$ cat config.mk
export PLATFORM = sky130hd
export DESIGN_NAME = sdst_out
export DESIGN_NICKNAME = d
export VERILOG_FILES = /design/src/hdl/sdst_pkg.sv /design/src/hdl/sdst_out.sv
export SDC_FILE = /design/constraint.sdc
export NUM_CORES = 1
export LEC_CHECK = 0
export ABC_AREA = 1
export BUFFER_PORTS_ARGS = -buffer_cell sky130_fd_sc_hd__buf_2
export CORE_AREA = 4 4 235 237
export DETAILED_ROUTE_END_ITERATION = 8
export DIE_AREA = 0 0 239 241
export GPL_TIMING_DRIVEN = 0
export SYNTH_ARGS = -nofsm -noshare
export SYNTH_HDL_FRONTEND = slang
export SYNTH_SLANG_ARGS = --single-unit
$ cat constraint.sdc
create_clock -name clk -period 1.3 [get_ports clk]
set_clock_uncertainty 0.15 [all_clocks]
set_input_delay 0.325 -clock clk [delete_from_list [all_inputs] [get_ports clk]]
set_output_delay 0.325 -clock clk [all_outputs]
set_load 0.1 [all_outputs]
$ cat src/hdl/sdst_pkg.sv
// Shared types and codes of the sorted disjoint span table.
// Entry record, request and result layouts, action codes.
// No dependencies.
package sdst_pkg;

    localparam logic [2:0] ACT_ADD_STYLE = 3'd0;
    localparam logic [2:0] ACT_ADD_PRES  = 3'd1;
    localparam logic [2:0] ACT_READ      = 3'd2;
    localparam logic [2:0] ACT_QUERY     = 3'd3;
    localparam logic [2:0] ACT_CLEAR     = 3'd4;

    localparam int IN_DATA_W  = 272;
    localparam int OUT_DATA_W = 304;

    // One stored range with its style and presentation
    typedef struct packed {
        logic [63:0] pval;
        logic [31:0] ptype;
        logic [7:0]  flags;
        logic [31:0] bg;
        logic [31:0] fg;
        logic [31:0] stop;
        logic [31:0] start;
    } entry_t;

    typedef struct packed {
        logic [2:0]  action;
        logic [31:0] start;
        logic [31:0] stop;
        logic [31:0] fg;
        logic [31:0] bg;
        logic [7:0]  flags;
        logic [31:0] ptype;
        logic [63:0] pval;
        logic [4:0]  index;
        logic [31:0] qpos;
    } req_t;

    typedef struct packed {
        logic        ok;
        logic        rel_valid;
        logic [63:0] rel_value;
        entry_t      ent;
        logic [5:0]  count;
        logic        last;
    } res_t;

    // Result with every field zero but the count, closing its run
    function automatic res_t res_blank(logic [5:0] cnt);
        res_t r;
        r       = '0;
        r.count = cnt;
        r.last  = 1'b1;
        return r;
    endfunction

endpackage

$ cat src/hdl/sdst_out.sv
// Output register stage for result transfers.
// Depends on sdst_pkg for the result layout.
module sdst_out
    import sdst_pkg::*;
(
    input  logic clk,
    input  logic rst_n,
    input  logic load,
    input  res_t res_in,
    output logic free,
    output logic out_valid,
    input  logic out_ready,
    output res_t res_out
);

    logic valid_reg;
    res_t res_reg;

    assign free      = !valid_reg || out_ready;
    assign out_valid = valid_reg;
    assign res_out   = res_reg;

    // Hold the result until the receiver takes it
    always_ff @(posedge clk or negedge rst_n)
    begin
        if (!rst_n)
        begin
            valid_reg <= 1'b0;
        end
        else if (load)
        begin
            valid_reg <= 1'b1;
        end
        else if (out_ready)
        begin
            valid_reg <= 1'b0;
        end
    end

    always_ff @(posedge clk)
    begin
        if (load)
        begin
            res_reg <= res_in;
        end
    end

endmodule

Yosys cells after proc, flatten, opt, wreduce, memory -nomap -nowiden
Index checks and enable logic that the tools add are counted.

Register bits after elaboration: 306. Input bits: 309. Output and inout port bits: 307. Logic and storage cells: 18.

Multiplexer cells: 2. Reduce and logical (&&, ||, !) cells: 3.

Operator list (count): $mux W1 (2); $reduce_bool A2 Y1 (1); $logic_not A1 Y1 (1); $logic_or A1 B1 Y1 (1).

Longest topological paths before layout
Word-level depth: 2. Depth in mapped cells: 3. Depth with buffers taken out: 3.

Worst setup path before layout
OpenSTA, ideal clock, no wires.

Kind: register -> output. Start: register valid_reg (netlist: out_valid). End: output port free. Data arrival time: 1.475 ns. Required time: 0.825 ns. Setup slack: -0.650 ns. Stages on the path, launching flop included: 2. Buffers on the path: 0. Cells stage by stage: dfrtp_1 > nand2_2.

Word-level cells in the longest chain between the ends: 2.

RTL lines: start: declaration (line sdst_out.sv:16) `logic valid_reg;`; start signal: assignment (line sdst_out.sv:28) `valid_reg <= 1'b0;`; start signal: assignment (line sdst_out.sv:32) `valid_reg <= 1'b1;`; start signal: assignment (line sdst_out.sv:36) `valid_reg <= 1'b0;`; $logic_not A1 Y1 (line sdst_out.sv:19) `assign free = !valid_reg || out_ready;`; $logic_or A1 B1 Y1 (line sdst_out.sv:19); end: declaration (line sdst_out.sv:10) `output logic free,`.

No other way between the ends.

Worst setup path after layout
Ends and elaborated chain as after synthesis.

==> impl_metrics.tcl <==
set metrics [dict create \
    outcome "finished, violations left" \
    violations "negative setup slack" \
    final_cell_mix "dlygate4sd3_1, buf_2, edfxtp_1" \
    drtPass1Iterations 4 \
    clock-sinks 306 \
    place_area_um2 13200 \
    place_congestion 0.786 \
    rsz0062_at_grt "true" \
    vdd_drop_max_mv 1.13 \
    cp_cell_sequence "nand2_8, buf_12" \
    drv_cap 0 \
    path_delay_family "flip-flops" \
    yosys_register_bits 306 \
    yosys_warnings 0 \
    criticalPathCategory "reg2out" \
    cp_max_fo 2 \
    hold_viol_final 0 \
    post-route-period-util 1.34 \
    cts_max_level 2 \
    p_leak_uw 0.00799 \
    vias 7085 \
    vias_per_cell 3.56 \
    min_path_type "in2reg" \
    clkTransAtPathRegs_ps 60 \
    cp_data_arrival_time_ps 1270 \
    grt_pass1_wl_um 49100 \
    antenna_found_initial 2 \
    drt-total-wl_um 35200 \
    max_freq_ghz 0.574 \
    grt_pass1_vias 7886 \
    worstSetupStartpointType "flip-flop" \
    die-height_um 241 \
    grt_max_degree 101 \
    critPathRequiredTime_ps 820 \
    dieArea_um2 57600 \
    drv_slew 0 \
    nNetsFinal 1583 \
    drcViolationCount 0 \
    overflow 0 \
    num_rows 85 \
    cp-end-kind "primary output" \
    netlist_area_um2 9200 \
    avgSynthCellArea_um2 29.7 \
    drive_above_1_share 0.515 \
    worstPathBufferInverterCount 1 \
    powerDensity_nw_per_um2 1590 \
    synth_cells 310 \
    max_stage_delay_ps 510 \
    clock_latency_ps 520 \
    finish.instance_area_um2 19500 \
    worstMarginPinSlew_ps 619 \
    fin_util 0.365 \
    io_buffers 615 \
    cts_root_buffer "clkbuf_16" \
    grtUsageTotal 0.114 \
    pre_cts_slack_ps -802 \
    wl_per_cell_um 17.7 \
    drt_iter0_markers 216 \
    cts_made_buffers 36 \
    pin_count 616 \
    fp.dieW_um 239 \
    setup_slack_ps -443 \
    cp_slowest_cell "dfrtp_4" \
    cts_tree "done" \
    synthesis.nets 619 \
    synth_cell_types 4 \
    hpwlAfterDp_um 22900 \
    min_period_ps 1740 \
    final_antenna_net_count 0 \
    yosysSeqAreaShare 0.998 \
    syn_to_final_growth_pct 112 \
    setup_viol 307 \
    fin_setup_tns_ps -87560 \
    coreArea_um2 53300 \
    initial_core_util 0.173 \
    slew_headroom 0.587 \
    max-clock-path-buffers 3 \
]
==> synth_stat cells <==
master,count,area share
inv_1,2,0.00082
edfxtp_1,305,1.0
dfrtp_1,1,0.0027
nand2_2,2,0.0014
==> cell type report <==
class                           count  area (um2)
Sequential cell                   306        9190
Clock inverter                     13         173
Inverter                            2        7.51
Clock buffer                       45         956
Multi-Input combinational cell      2        26.3
Antenna cell                        2        5.00
Fill cell                        4853       33800
Tap cell                          696         871
Timing Repair Buffer              926        8240
==> path summary, 6_finish.rpt <==
check	start	end	slack [ps]	depth (start not counted)
hold reg to reg	out_valid	out_valid	550	3
setup reg to reg	out_valid	out_valid	330	3
setup / recovery	out_valid	free	-440	2
min in group asynchronous	rst_n	out_valid	510	3
hold / removal	out_ready	out_valid	70	5
max in group asynchronous	rst_n	out_valid	370	3
==> tightest hold or removal path: stages <==
cell and delay, ps:
buf_2 70, inv_1 80, nand2_8 90, buf_4 100, nand2_2 30
==> through the flow <==
stage               std cells  total power, uW  hold slack [ps]
finish                   1992            30900             67.1
CTS                      1990            31300             21.4
global placement         1621            19300            -49.3
floorplan                 310            17800             -121
global route             1991            32000             63.8
detailed placement       1623            19300            -42.3
==> state kept, by name (all words and copies together) (netlist names) <==
signal,count
res_out,305
out_valid,1
==> cells by family after synthesis <==
logic type / after synthesis / synth area share
flip-flops: 306 / 0.998
AND/OR/NAND/NOR: 2 / 0.00136
buffers and inverters: 2 / 0.000816
==> where the power goes <==
| group | switching [uW] | internal (uW) | total [uW] | leakage, uW |
|---|---|---|---|---|
| logic | 6490 | 2390 | 8880 | 0.00445 |
| registers | 412 | 11800 | 12200 | 0.00300 |
| clock network | 3860 | 5980 | 9840 | 0.000543 |
==> repair_timing <==
item,in CTS,in global routing
setup buffers,1,0
setup endpoints to repair,512,371
hold buffers,307,0
hold endpoints to repair,306,0
pin swaps,1,0
gates cloned,1,0
resized for setup,622,8
==> layer usage <==
layer / track usage / part of all wire / routed length, um / vias to the layer above
li1: - / - / - / 3202
met1: 0.120 / 0.35 / 12300 / 3413
met2: 0.204 / 0.52 / 18300 / 399
met3: 0.0426 / 0.098 / 3440 / 71
met4: 0.0495 / 0.035 / 1220 / 0
met5: 0 / 0 / 0 / -
Note: power is estimated with default switching activity, not from simulation.
