## src/hdl/sdst_pkg.sv

```systemverilog
// Shared types and codes of the sorted disjoint span table.
// Entry record, request and result layouts, action codes.
// No dependencies.
package sdst_pkg;

    localparam logic [2:0] ACT_ADD_STYLE = 3'd0;
    localparam logic [2:0] ACT_ADD_PRES  = 3'd1;
    localparam logic [2:0] ACT_READ      = 3'd2;
    localparam logic [2:0] ACT_QUERY     = 3'd3;
    localparam logic [2:0] ACT_CLEAR     = 3'd4;

    localparam int IN_DATA_W  = 272;
    localparam int OUT_DATA_W = 304;

    // One stored range with its style and presentation
    typedef struct packed {
        logic [63:0] pval;
        logic [31:0] ptype;
        logic [7:0]  flags;
        logic [31:0] bg;
        logic [31:0] fg;
        logic [31:0] stop;
        logic [31:0] start;
    } entry_t;

    typedef struct packed {
        logic [2:0]  action;
        logic [31:0] start;
        logic [31:0] stop;
        logic [31:0] fg;
        logic [31:0] bg;
        logic [7:0]  flags;
        logic [31:0] ptype;
        logic [63:0] pval;
        logic [4:0]  index;
        logic [31:0] qpos;
    } req_t;

    typedef struct packed {
        logic        ok;
        logic        rel_valid;
        logic [63:0] rel_value;
        entry_t      ent;
        logic [5:0]  count;
        logic        last;
    } res_t;

    // Result with every field zero but the count, closing its run
    function automatic res_t res_blank(logic [5:0] cnt);
        res_t r;
        r       = '0;
        r.count = cnt;
        r.last  = 1'b1;
        return r;
    endfunction

endpackage

```

## src/hdl/sdst_ctrl.sv

```systemverilog
// Sequencer of the span table: slot search, entry shifting, merge,
// read, point query and clear over the entry store.
// Depends on sdst_pkg.
module sdst_ctrl
    import sdst_pkg::*;
#(
    parameter int DEPTH = 32,
    parameter int AW    = (DEPTH > 1) ? $clog2(DEPTH) : 1
)
(
    input  logic          clk,
    input  logic          rst_n,
    input  logic          in_valid,
    output logic          in_ready,
    input  req_t          req,
    output logic          re,
    output logic [AW-1:0] raddr,
    input  entry_t        rdata,
    output logic          we,
    output logic [AW-1:0] waddr,
    output entry_t        wdata,
    output logic          emit,
    output res_t          res,
    input  logic          out_free
);

    localparam int CW = $clog2(DEPTH + 1);

    typedef enum logic [8:0] {
        S_IDLE   = 9'b000000001,
        S_SEARCH = 9'b000000010,
        S_DECIDE = 9'b000000100,
        S_SHIFT  = 9'b000001000,
        S_INSERT = 9'b000010000,
        S_RDWAIT = 9'b000100000,
        S_CLR    = 9'b001000000,
        S_CLRCHK = 9'b010000000,
        S_EMIT   = 9'b100000000
    } state_t;

    state_t        state_reg, state_next;
    logic [CW-1:0] count_reg, count_next;
    req_t          req_reg, req_next;
    logic [CW-1:0] rd_idx_reg, rd_idx_next;
    logic          pend_reg, pend_next;
    logic [AW-1:0] pend_idx_reg, pend_idx_next;
    logic          prev_valid_reg, prev_valid_next;
    logic [31:0]   prev_end_reg, prev_end_next;
    logic          cur_valid_reg, cur_valid_next;
    entry_t        cur_reg, cur_next;
    logic [CW-1:0] slot_reg, slot_next;
    logic [CW-1:0] sh_left_reg, sh_left_next;
    logic [AW-1:0] sh_addr_reg, sh_addr_next;
    logic [CW-1:0] clr_cnt_reg, clr_cnt_next;
    logic [CW-1:0] clr_idx_reg, clr_idx_next;
    logic          held_valid_reg, held_valid_next;
    logic [63:0]   held_val_reg, held_val_next;
    logic          ret_clr_reg, ret_clr_next;
    res_t          res_reg, res_next;

    logic   is_query;
    logic   found;
    logic   ident;
    logic   ovl;
    entry_t merged;
    entry_t fresh;

    assign in_ready = (state_reg == S_IDLE);
    assign res      = res_reg;
    assign is_query = (req_reg.action == ACT_QUERY);

    // Stop condition of the scan: covering presented entry, or first start not below
    always_comb
    begin
        if (is_query)
        begin
            found = pend_reg && (rdata.ptype != 32'd0) && (rdata.start <= req_reg.qpos)
                    && (req_reg.qpos < rdata.stop);
        end
        else
        begin
            found = pend_reg && !(rdata.start < req_reg.start);
        end
    end

    // Slot classification and the records to write
    always_comb
    begin
        ident = cur_valid_reg && (cur_reg.start == req_reg.start)
                && (cur_reg.stop == req_reg.stop);
        ovl   = (prev_valid_reg && (prev_end_reg > req_reg.start))
                || (cur_valid_reg && (cur_reg.start < req_reg.stop));
        merged = cur_reg;
        if (req_reg.action == ACT_ADD_STYLE)
        begin
            if (req_reg.flags[0])
            begin
                merged.fg = req_reg.fg;
            end
            if (req_reg.flags[1])
            begin
                merged.bg = req_reg.bg;
            end
            merged.flags = cur_reg.flags | req_reg.flags;
        end
        else
        begin
            merged.ptype = req_reg.ptype;
            merged.pval  = req_reg.pval;
        end
        fresh       = '0;
        fresh.start = req_reg.start;
        fresh.stop  = req_reg.stop;
        if (req_reg.action == ACT_ADD_STYLE)
        begin
            fresh.fg    = req_reg.fg;
            fresh.bg    = req_reg.bg;
            fresh.flags = req_reg.flags;
        end
        else
        begin
            fresh.ptype = req_reg.ptype;
            fresh.pval  = req_reg.pval;
        end
    end

    // Next state of the sequencer
    always_comb
    begin
        state_next      = state_reg;
        count_next      = count_reg;
        req_next        = req_reg;
        rd_idx_next     = rd_idx_reg;
        pend_next       = pend_reg;
        pend_idx_next   = pend_idx_reg;
        prev_valid_next = prev_valid_reg;
        prev_end_next   = prev_end_reg;
        cur_valid_next  = cur_valid_reg;
        cur_next        = cur_reg;
        slot_next       = slot_reg;
        sh_left_next    = sh_left_reg;
        sh_addr_next    = sh_addr_reg;
        clr_cnt_next    = clr_cnt_reg;
        clr_idx_next    = clr_idx_reg;
        held_valid_next = held_valid_reg;
        held_val_next   = held_val_reg;
        ret_clr_next    = ret_clr_reg;
        res_next        = res_reg;
        re              = 1'b0;
        raddr           = '0;
        we              = 1'b0;
        waddr           = '0;
        wdata           = merged;
        emit            = 1'b0;
        case (state_reg)
            S_IDLE:
            begin
                if (in_valid)
                begin
                    req_next     = req;
                    res_next     = res_blank(6'(count_reg));
                    ret_clr_next = 1'b0;
                    rd_idx_next  = '0;
                    pend_next    = 1'b0;
                    prev_valid_next = 1'b0;
                    case (req.action)
                        ACT_ADD_STYLE, ACT_ADD_PRES:
                        begin
                            if ((req.start < req.stop)
                                && ((req.action == ACT_ADD_STYLE) || (req.ptype != 32'd0)))
                            begin
                                state_next = S_SEARCH;
                            end
                            else
                            begin
                                state_next = S_EMIT;
                            end
                        end
                        ACT_READ:
                        begin
                            if (7'(req.index) < 7'(count_reg))
                            begin
                                re         = 1'b1;
                                raddr      = AW'(req.index);
                                state_next = S_RDWAIT;
                            end
                            else
                            begin
                                state_next = S_EMIT;
                            end
                        end
                        ACT_QUERY:
                        begin
                            state_next = S_SEARCH;
                        end
                        ACT_CLEAR:
                        begin
                            clr_cnt_next    = count_reg;
                            count_next      = '0;
                            clr_idx_next    = '0;
                            held_valid_next = 1'b0;
                            state_next      = S_CLR;
                        end
                        default:
                        begin
                            state_next = S_EMIT;
                        end
                    endcase
                end
            end
            S_SEARCH:
            begin
                // Check the entry read last cycle, issue the next read
                if (found)
                begin
                    cur_next       = rdata;
                    cur_valid_next = 1'b1;
                    slot_next      = CW'(pend_idx_reg);
                    pend_next      = 1'b0;
                    state_next     = S_DECIDE;
                end
                else
                begin
                    if (pend_reg && !is_query)
                    begin
                        prev_end_next   = rdata.stop;
                        prev_valid_next = 1'b1;
                    end
                    if (rd_idx_reg < count_reg)
                    begin
                        re            = 1'b1;
                        raddr         = rd_idx_reg[AW-1:0];
                        pend_next     = 1'b1;
                        pend_idx_next = rd_idx_reg[AW-1:0];
                        rd_idx_next   = rd_idx_reg + CW'(1);
                    end
                    else
                    begin
                        pend_next = 1'b0;
                        if (!pend_reg)
                        begin
                            cur_valid_next = 1'b0;
                            slot_next      = count_reg;
                            state_next     = S_DECIDE;
                        end
                    end
                end
            end
            S_DECIDE:
            begin
                res_next = res_blank(6'(count_reg));
                if (is_query)
                begin
                    if (cur_valid_reg)
                    begin
                        res_next.ok        = 1'b1;
                        res_next.ent.start = cur_reg.start;
                        res_next.ent.stop  = cur_reg.stop;
                        res_next.ent.ptype = cur_reg.ptype;
                        res_next.ent.pval  = cur_reg.pval;
                    end
                    state_next = S_EMIT;
                end
                else if (ident)
                begin
                    we          = 1'b1;
                    waddr       = slot_reg[AW-1:0];
                    wdata       = merged;
                    res_next.ok = 1'b1;
                    if ((req_reg.action == ACT_ADD_PRES) && (cur_reg.ptype != 32'd0))
                    begin
                        res_next.rel_valid = 1'b1;
                        res_next.rel_value = cur_reg.pval;
                    end
                    state_next = S_EMIT;
                end
                else if (ovl || (count_reg >= CW'(DEPTH)))
                begin
                    state_next = S_EMIT;
                end
                else
                begin
                    sh_left_next = count_reg - slot_reg;
                    sh_addr_next = AW'(count_reg - CW'(1));
                    pend_next    = 1'b0;
                    state_next   = S_SHIFT;
                end
            end
            S_SHIFT:
            begin
                // Move entries up by one, top first
                if (pend_reg)
                begin
                    we    = 1'b1;
                    waddr = pend_idx_reg + AW'(1);
                    wdata = rdata;
                end
                if (sh_left_reg != '0)
                begin
                    re            = 1'b1;
                    raddr         = sh_addr_reg;
                    pend_next     = 1'b1;
                    pend_idx_next = sh_addr_reg;
                    sh_addr_next  = sh_addr_reg - AW'(1);
                    sh_left_next  = sh_left_reg - CW'(1);
                end
                else
                begin
                    pend_next = 1'b0;
                    if (!pend_reg)
                    begin
                        state_next = S_INSERT;
                    end
                end
            end
            S_INSERT:
            begin
                we          = 1'b1;
                waddr       = slot_reg[AW-1:0];
                wdata       = fresh;
                count_next  = count_reg + CW'(1);
                res_next    = res_blank(6'(count_reg + CW'(1)));
                res_next.ok = 1'b1;
                state_next  = S_EMIT;
            end
            S_RDWAIT:
            begin
                res_next     = res_blank(6'(count_reg));
                res_next.ok  = 1'b1;
                res_next.ent = rdata;
                state_next   = S_EMIT;
            end
            S_CLR:
            begin
                if (clr_idx_reg < clr_cnt_reg)
                begin
                    re           = 1'b1;
                    raddr        = clr_idx_reg[AW-1:0];
                    clr_idx_next = clr_idx_reg + CW'(1);
                    state_next   = S_CLRCHK;
                end
                else
                begin
                    // Close the run with the held value, or a bare result
                    res_next           = res_blank(6'd0);
                    res_next.ok        = 1'b1;
                    res_next.rel_valid = held_valid_reg;
                    res_next.rel_value = held_valid_reg ? held_val_reg : 64'd0;
                    ret_clr_next       = 1'b0;
                    state_next         = S_EMIT;
                end
            end
            S_CLRCHK:
            begin
                state_next = S_CLR;
                if (rdata.ptype != 32'd0)
                begin
                    held_val_next   = rdata.pval;
                    held_valid_next = 1'b1;
                    if (held_valid_reg)
                    begin
                        res_next           = res_blank(6'd0);
                        res_next.ok        = 1'b1;
                        res_next.rel_valid = 1'b1;
                        res_next.rel_value = held_val_reg;
                        res_next.last      = 1'b0;
                        ret_clr_next       = 1'b1;
                        state_next         = S_EMIT;
                    end
                end
            end
            S_EMIT:
            begin
                if (out_free)
                begin
                    emit       = 1'b1;
                    state_next = ret_clr_reg ? S_CLR : S_IDLE;
                end
            end
            default:
            begin
                state_next = S_IDLE;
            end
        endcase
    end

    // Control registers
    always_ff @(posedge clk or negedge rst_n)
    begin
        if (!rst_n)
        begin
            state_reg      <= S_IDLE;
            count_reg      <= '0;
            pend_reg       <= 1'b0;
            ret_clr_reg    <= 1'b0;
            held_valid_reg <= 1'b0;
        end
        else
        begin
            state_reg      <= state_next;
            count_reg      <= count_next;
            pend_reg       <= pend_next;
            ret_clr_reg    <= ret_clr_next;
            held_valid_reg <= held_valid_next;
        end
    end

    // Working registers
    always_ff @(posedge clk)
    begin
        req_reg        <= req_next;
        rd_idx_reg     <= rd_idx_next;
        pend_idx_reg   <= pend_idx_next;
        prev_valid_reg <= prev_valid_next;
        prev_end_reg   <= prev_end_next;
        cur_valid_reg  <= cur_valid_next;
        cur_reg        <= cur_next;
        slot_reg       <= slot_next;
        sh_left_reg    <= sh_left_next;
        sh_addr_reg    <= sh_addr_next;
        clr_cnt_reg    <= clr_cnt_next;
        clr_idx_reg    <= clr_idx_next;
        held_val_reg   <= held_val_next;
        res_reg        <= res_next;
    end

endmodule

```

## config.mk

```make
export PLATFORM = sky130hd
export DESIGN_NAME = sdst_ctrl
export DESIGN_NICKNAME = d
export VERILOG_FILES = /design/src/hdl/sdst_pkg.sv /design/src/hdl/sdst_ctrl.sv
export SDC_FILE = /design/constraint.sdc
export NUM_CORES = 2
export LEC_CHECK = 0
export ABC_AREA = 1
export BUFFER_PORTS_ARGS = -buffer_cell sky130_fd_sc_hd__buf_2
export CAP_MARGIN = 0
export CORE_AREA = 3 3 406 408
export CTS_CLUSTER_DIAMETER = 40
export CTS_CLUSTER_SIZE = 40
export DETAILED_ROUTE_END_ITERATION = 10
export DIE_AREA = 0 0 409 411
export PLACE_DENSITY_LB_ADDON = 0.25
export SYNTH_ARGS = -nofsm -noshare
export SYNTH_HDL_FRONTEND = slang
export SYNTH_SLANG_ARGS = --single-unit
```

## constraint.sdc

```tcl
create_clock -name clk -period 17.05 [get_ports clk]
set_input_delay 0.8525 -clock clk [delete_from_list [all_inputs] [get_ports clk]]
set_output_delay 0.8525 -clock clk [all_outputs]
set_load 0.02 [all_outputs]
```

# == After elaboration in Yosys (flattened, before gate mapping) ==
# Index checks and enable logic that the tools add are counted.
# W data, S select, Z words.
# totals
out_inout_bits,551
memories,0
latch_bits,0
ff_bits,960
romBits,0
ramBits,0
wordCells,264
# classes
div,0
mul,0
n_addsub,8
n_mux,112
n_shift,0
n_bitwise,2
order_cmp,10
n_eq_ne,37
n_reduce_logical,50
# ops
cell,n
$pmux W305 S6,1
$mux W305,4
$pmux W232 S2,1
$mux W96,4
$mux W232,1
$mux W64,3
$mux W72,2
$mux W9,15
$mux W65,2
$lt A32 B32 Y1,4
$reduce_bool A32 Y1,3
$mux W5,18
$mux W6,12
$pmux W9 S8,1
$mux W66,1
$eq A32 B32 Y1,2
$mux W32,2
$pmux W6 S2,4
$pmux W9 S4,1
$gt A32 B32 Y1,1
$le A32 B32 Y1,1
$ne A2 B2 Y1 const B,16
$mux W1,29
$pmux W5 S2,2
other kinds (44),89

# == Depth between registers and ports, before layout ==
# depth
ltp_word,8
ltp_mapped,21

# == Least setup slack after synthesis ==
# No wires, ideal clock.
# synth_path
kind,input to register
from,in rdata[159] (netlist bit)
to,"reg res_reg (netlist bit res[0]), enable pin"
setup_ns,1.074
cell_stages,8
setup_slack_ns,-0.109
arrival_ns,16.085
path_cell_list,inv_1 nand4_1 nor2_1 nand4_1 nor2_1 a21oi_1 nand3_1 a21oi_1
# synth_via
elab_chain_cells,3
# synth_rtl
item,line_no,text
"start, declared",sdst_ctrl.sv:18,"input entry_t rdata,"
$reduce_bool A32 Y1,sdst_ctrl.sv:356,if (rdata.ptype != 32'd0)
$ne A2 B2 Y1 (no line),-,
$reduce_and A5 Y1 (no line),-,
"end signal, assigned",sdst_ctrl.sv:424,res_reg <= res_next;
"end, declared",sdst_ctrl.sv:59,"res_t res_reg, res_next;"
# Every way passes these cells.
# A chain may end at the register's enable or synchronous reset.

==> results.md <==
- Main synth FF type: edfxtp_1
- Pre-antenna DRT Iters: 6
- Tot Pwr: between 10 and 15 mW
- Placed insts: just over 7000
- Combinational share of power: between 20% and 30%
- Share of cells above drive strength 1: ~28%
- Clk root buf: clkbuf_16
- Cts repair resizes: 0
- Sinks on Clock Net: 960
- Min Tclk post-route: approximately 5.7 ns
- Vias per inst: slightly above 5
- Worst hold endpoint: req_reg[62]$_DFFE_PP_
- Avg WL per Cell: roughly 27 um
- Post-DP HPWL: roughly 150000 um
- Die height: around 410 um
- Worst hold path class: in2reg
- Hold Crit Depth: 1
- Cells on worst reg2reg path: 12
- Pins over their slew limit: 0
- H-tree levels: 4
- Placement Setup Slack: 11.35 ns
- EDFF count, synth: about 940
- Flop2flop setup slack: between 10 and 15 ns
- Most common cell after layout, fill and taps aside: buf_2
- Die Wd: 409 um
- Detail Route Antenna Nets: 0
- Worst setup EP type: output port
- First-pass GRT wire length: approximately 280000 um
- Routability congestion estimate from global placement: 0.9453
- Starting Density: 28.57%
- Syn nets: ~4800
- Final Hold Fails: 0
- Synthesis-stage register bit count: 960
- Outcome: complete, no violations
- IO Pins: roughly 1100
- Fmax: approximately 0.18 GHz
- Cell Pwr Density: approximately 170 nW/um^2
- Worst Tran Pin Value: 1.268 ns
- Final setup viols: 0
- Num CTS Buffers: 179
- Placed Area: between 50000 and 60000 um^2
- Final Non-Filler Cells: 7566
- CP arrival: a little under 5 ns
- Yosys cell types: 53
- Unrepaired setup endpoints after global routing: no
- DR vias: approximately 38000
- Reg2reg start: fresh[30]$_DFFE_PP_
- IO Port Bufs: roughly 1100
- Vias in the first global route: between 30000 and 40000
- Final worst slack: 11.38 ns
- CP Launch Type: flip-flop
- Post-route cell area: approximately 60000 um^2
- Max reg flops: slightly above 300
- Clock buffer depth: 3
- Hold Slack: between 0.2 and 0.25 ns
- Leading area contributor after synthesis: edfxtp_1
- Hold Crit Start: req[62]
- Synthesized area: 46290 um^2
- P&R area growth vs syn: 30.37%
- Antenna violations before repair: just under 60
- Leak: 25.84 nW
- Layout Nets: 5934
- Max Clock Skew: 0.05398 ns
- Sequential-to-total area share from yosys stat: between 60% and 70%
- CP required: 16.20 ns
- Clock network fraction of total power: roughly 36%
- Global route overflow: 0
- Kind of critical path: reg2out
- Worst-skew pair later-pin latency: around 0.81 ns
- Worst VDD drop: 0.1326 mV
- CTS tree: yes
- Net Sw Power: between 3 and 4 mW
- Drt drc: 0
- Most frequent cells in the layout: buf_2 (1058), edfxtp_1 (942), inv_1 (664)
- Int Pwr: approximately 6.6 mW
- Total track usage: 23.43%
- Crit path launch: state_reg[7]$_DFFE_PN0P_
- RR Endpoint: cur_reg[209]$_DFFE_PP_
- Cell Rows: approximately 150
- Die area: around 170000 um^2
- Asr flop ratio synth: approximately 1.9%
- Sequential share of power: 36.3%
- Mapped Cells: around 4000
- Warning count from the yosys run: 0
- Max-cap violation count: 0
- Final core utilization: 37.25%
- Tcrit/Tclk final: about a third
- Yosys top cell area share: between 60% and 70%
- Post-synthesis area per instance: 11.30 um^2
- Sw Share: a little under two fifths
- Routed wire length: 205900 um
- 1st-iter DRT viols: between 3000 and 4000
- Crit path max fanout: 84
- Clock transition at the registers of the reported paths: 0.06 ns
- Setup TNS: 0 ns
- Top cells by area, synth: edfxtp_1 (61%), ha_1 (5.8%), inv_1 (5.4%), nand2_1 (5.3%), o221ai_1 (4.3%)
- Core ar.: about 160000 um^2
- Max transition margin: 15.49%
- Largest net degree at the start of global routing: around 130
-- kinds of logic after synthesis --
kind of cell             share of synthesized area (%)
AND/OR/NAND/NOR                                  10.70
flip-flops                                       62.08
XOR/XNOR                                        0.6433
buffers and inverters                            7.363
AO/OA/AOI/OAI                                    11.95
adder cells (fa/ha/maj)                          5.854
multiplexers                                     1.405
-- power by group through the flow --
stage | clock [mW] | sequential [mW] | combinational [mW]
after floorplan | 0 | 4.50 | 1.11
after global placement | 0 | 3.80 | 2.92
after detailed placement | 0 | 3.81 | 2.93
after CTS | 3.78 | 3.78 | 2.95
after global routing | 3.90 | 3.83 | 3.11
final | 3.73 | 3.78 | 2.92
-- area by class of cell --
class                           count  area (um^2)
Inverter                          686         2592
Multi-Input combinational cell   2279        14240
Fill cell                       16060       101700
Antenna cell                       30        75.07
Tap cell                         2175         2721
Clock buffer                      196         4606
Timing Repair Buffer             1104         5693
Clock inverter                    136         1683
Sequential cell                   960        28740
-- worst max path at each step --
| stage | endpoint | slack [ns] | cells past startpoint |
|---|---|---|---|
| floorplan | cur_reg[0]$_DFFE_PP_ | 3.09 | 9 |
| global placement | cur_reg[222]$_DFFE_PP_ | 11.38 | 12 |
| detailed placement | cur_reg[218]$_DFFE_PP_ | 11.35 | 12 |
| CTS | wdata[198] | 11.19 | 10 |
| global route | wdata[198] | 11.05 | 10 |
| finish | wdata[90] | 11.38 | 10 |
-- what timing repair did --
| action | CTS | global route |
|---|---|---|
| endpoints found under the setup margin | 0 | 0 |
| hold endpoints to repair | 10 | 0 |
| hold buffers | 1 | 0 |
| buffers inserted | 0 | 0 |
-- critical path: stages, from the launching register on --
cell and delay, ns:
dfrtp_1 0.39, nor2_2 0.22, inv_1 0.13, nor3_4 0.21
nand2_2 0.29, nor2_4 0.32, inv_8 0.16, nand2_8 0.58
buf_4 0.78, o221ai_1 0.54, buf_2 0.32
-- layer usage --
metal  track usage (%)  routed length, um  vias to the layer above  share of wire (%)
met3             6.488              17390                      387                8.4
met1             28.58              81500                    18960                 40
met5                 0                228                        -               0.11
met2             39.39              99220                     1870                 48
li1                  -                  -                    17010                  -
met4             8.802               7598                       36                3.7
-- cells in the mapped netlist, drive strengths merged (2+ instances only) --
master,n
o21ai,192
xor2,19
or2,6
mux2i,65
nand3b,5
xnor2,15
nor4,18
buf,97
nand3,149
and3,3
ha,215
edfxtp,942
clkbuf,75
a22oi,2
o21bai,7
o21a,9
a221oi,4
a21oi,110
o22ai,171
nor3b,5
nand2,657
a21o,5
o2bb2ai,44
a21boi,2
a31oi,6
nor3,29
nor2,249
dfrtp,17
nand4,51
a211oi,2
inv,685
o221ai,235
No activity file was read; power rests on OpenSTA's default activity.
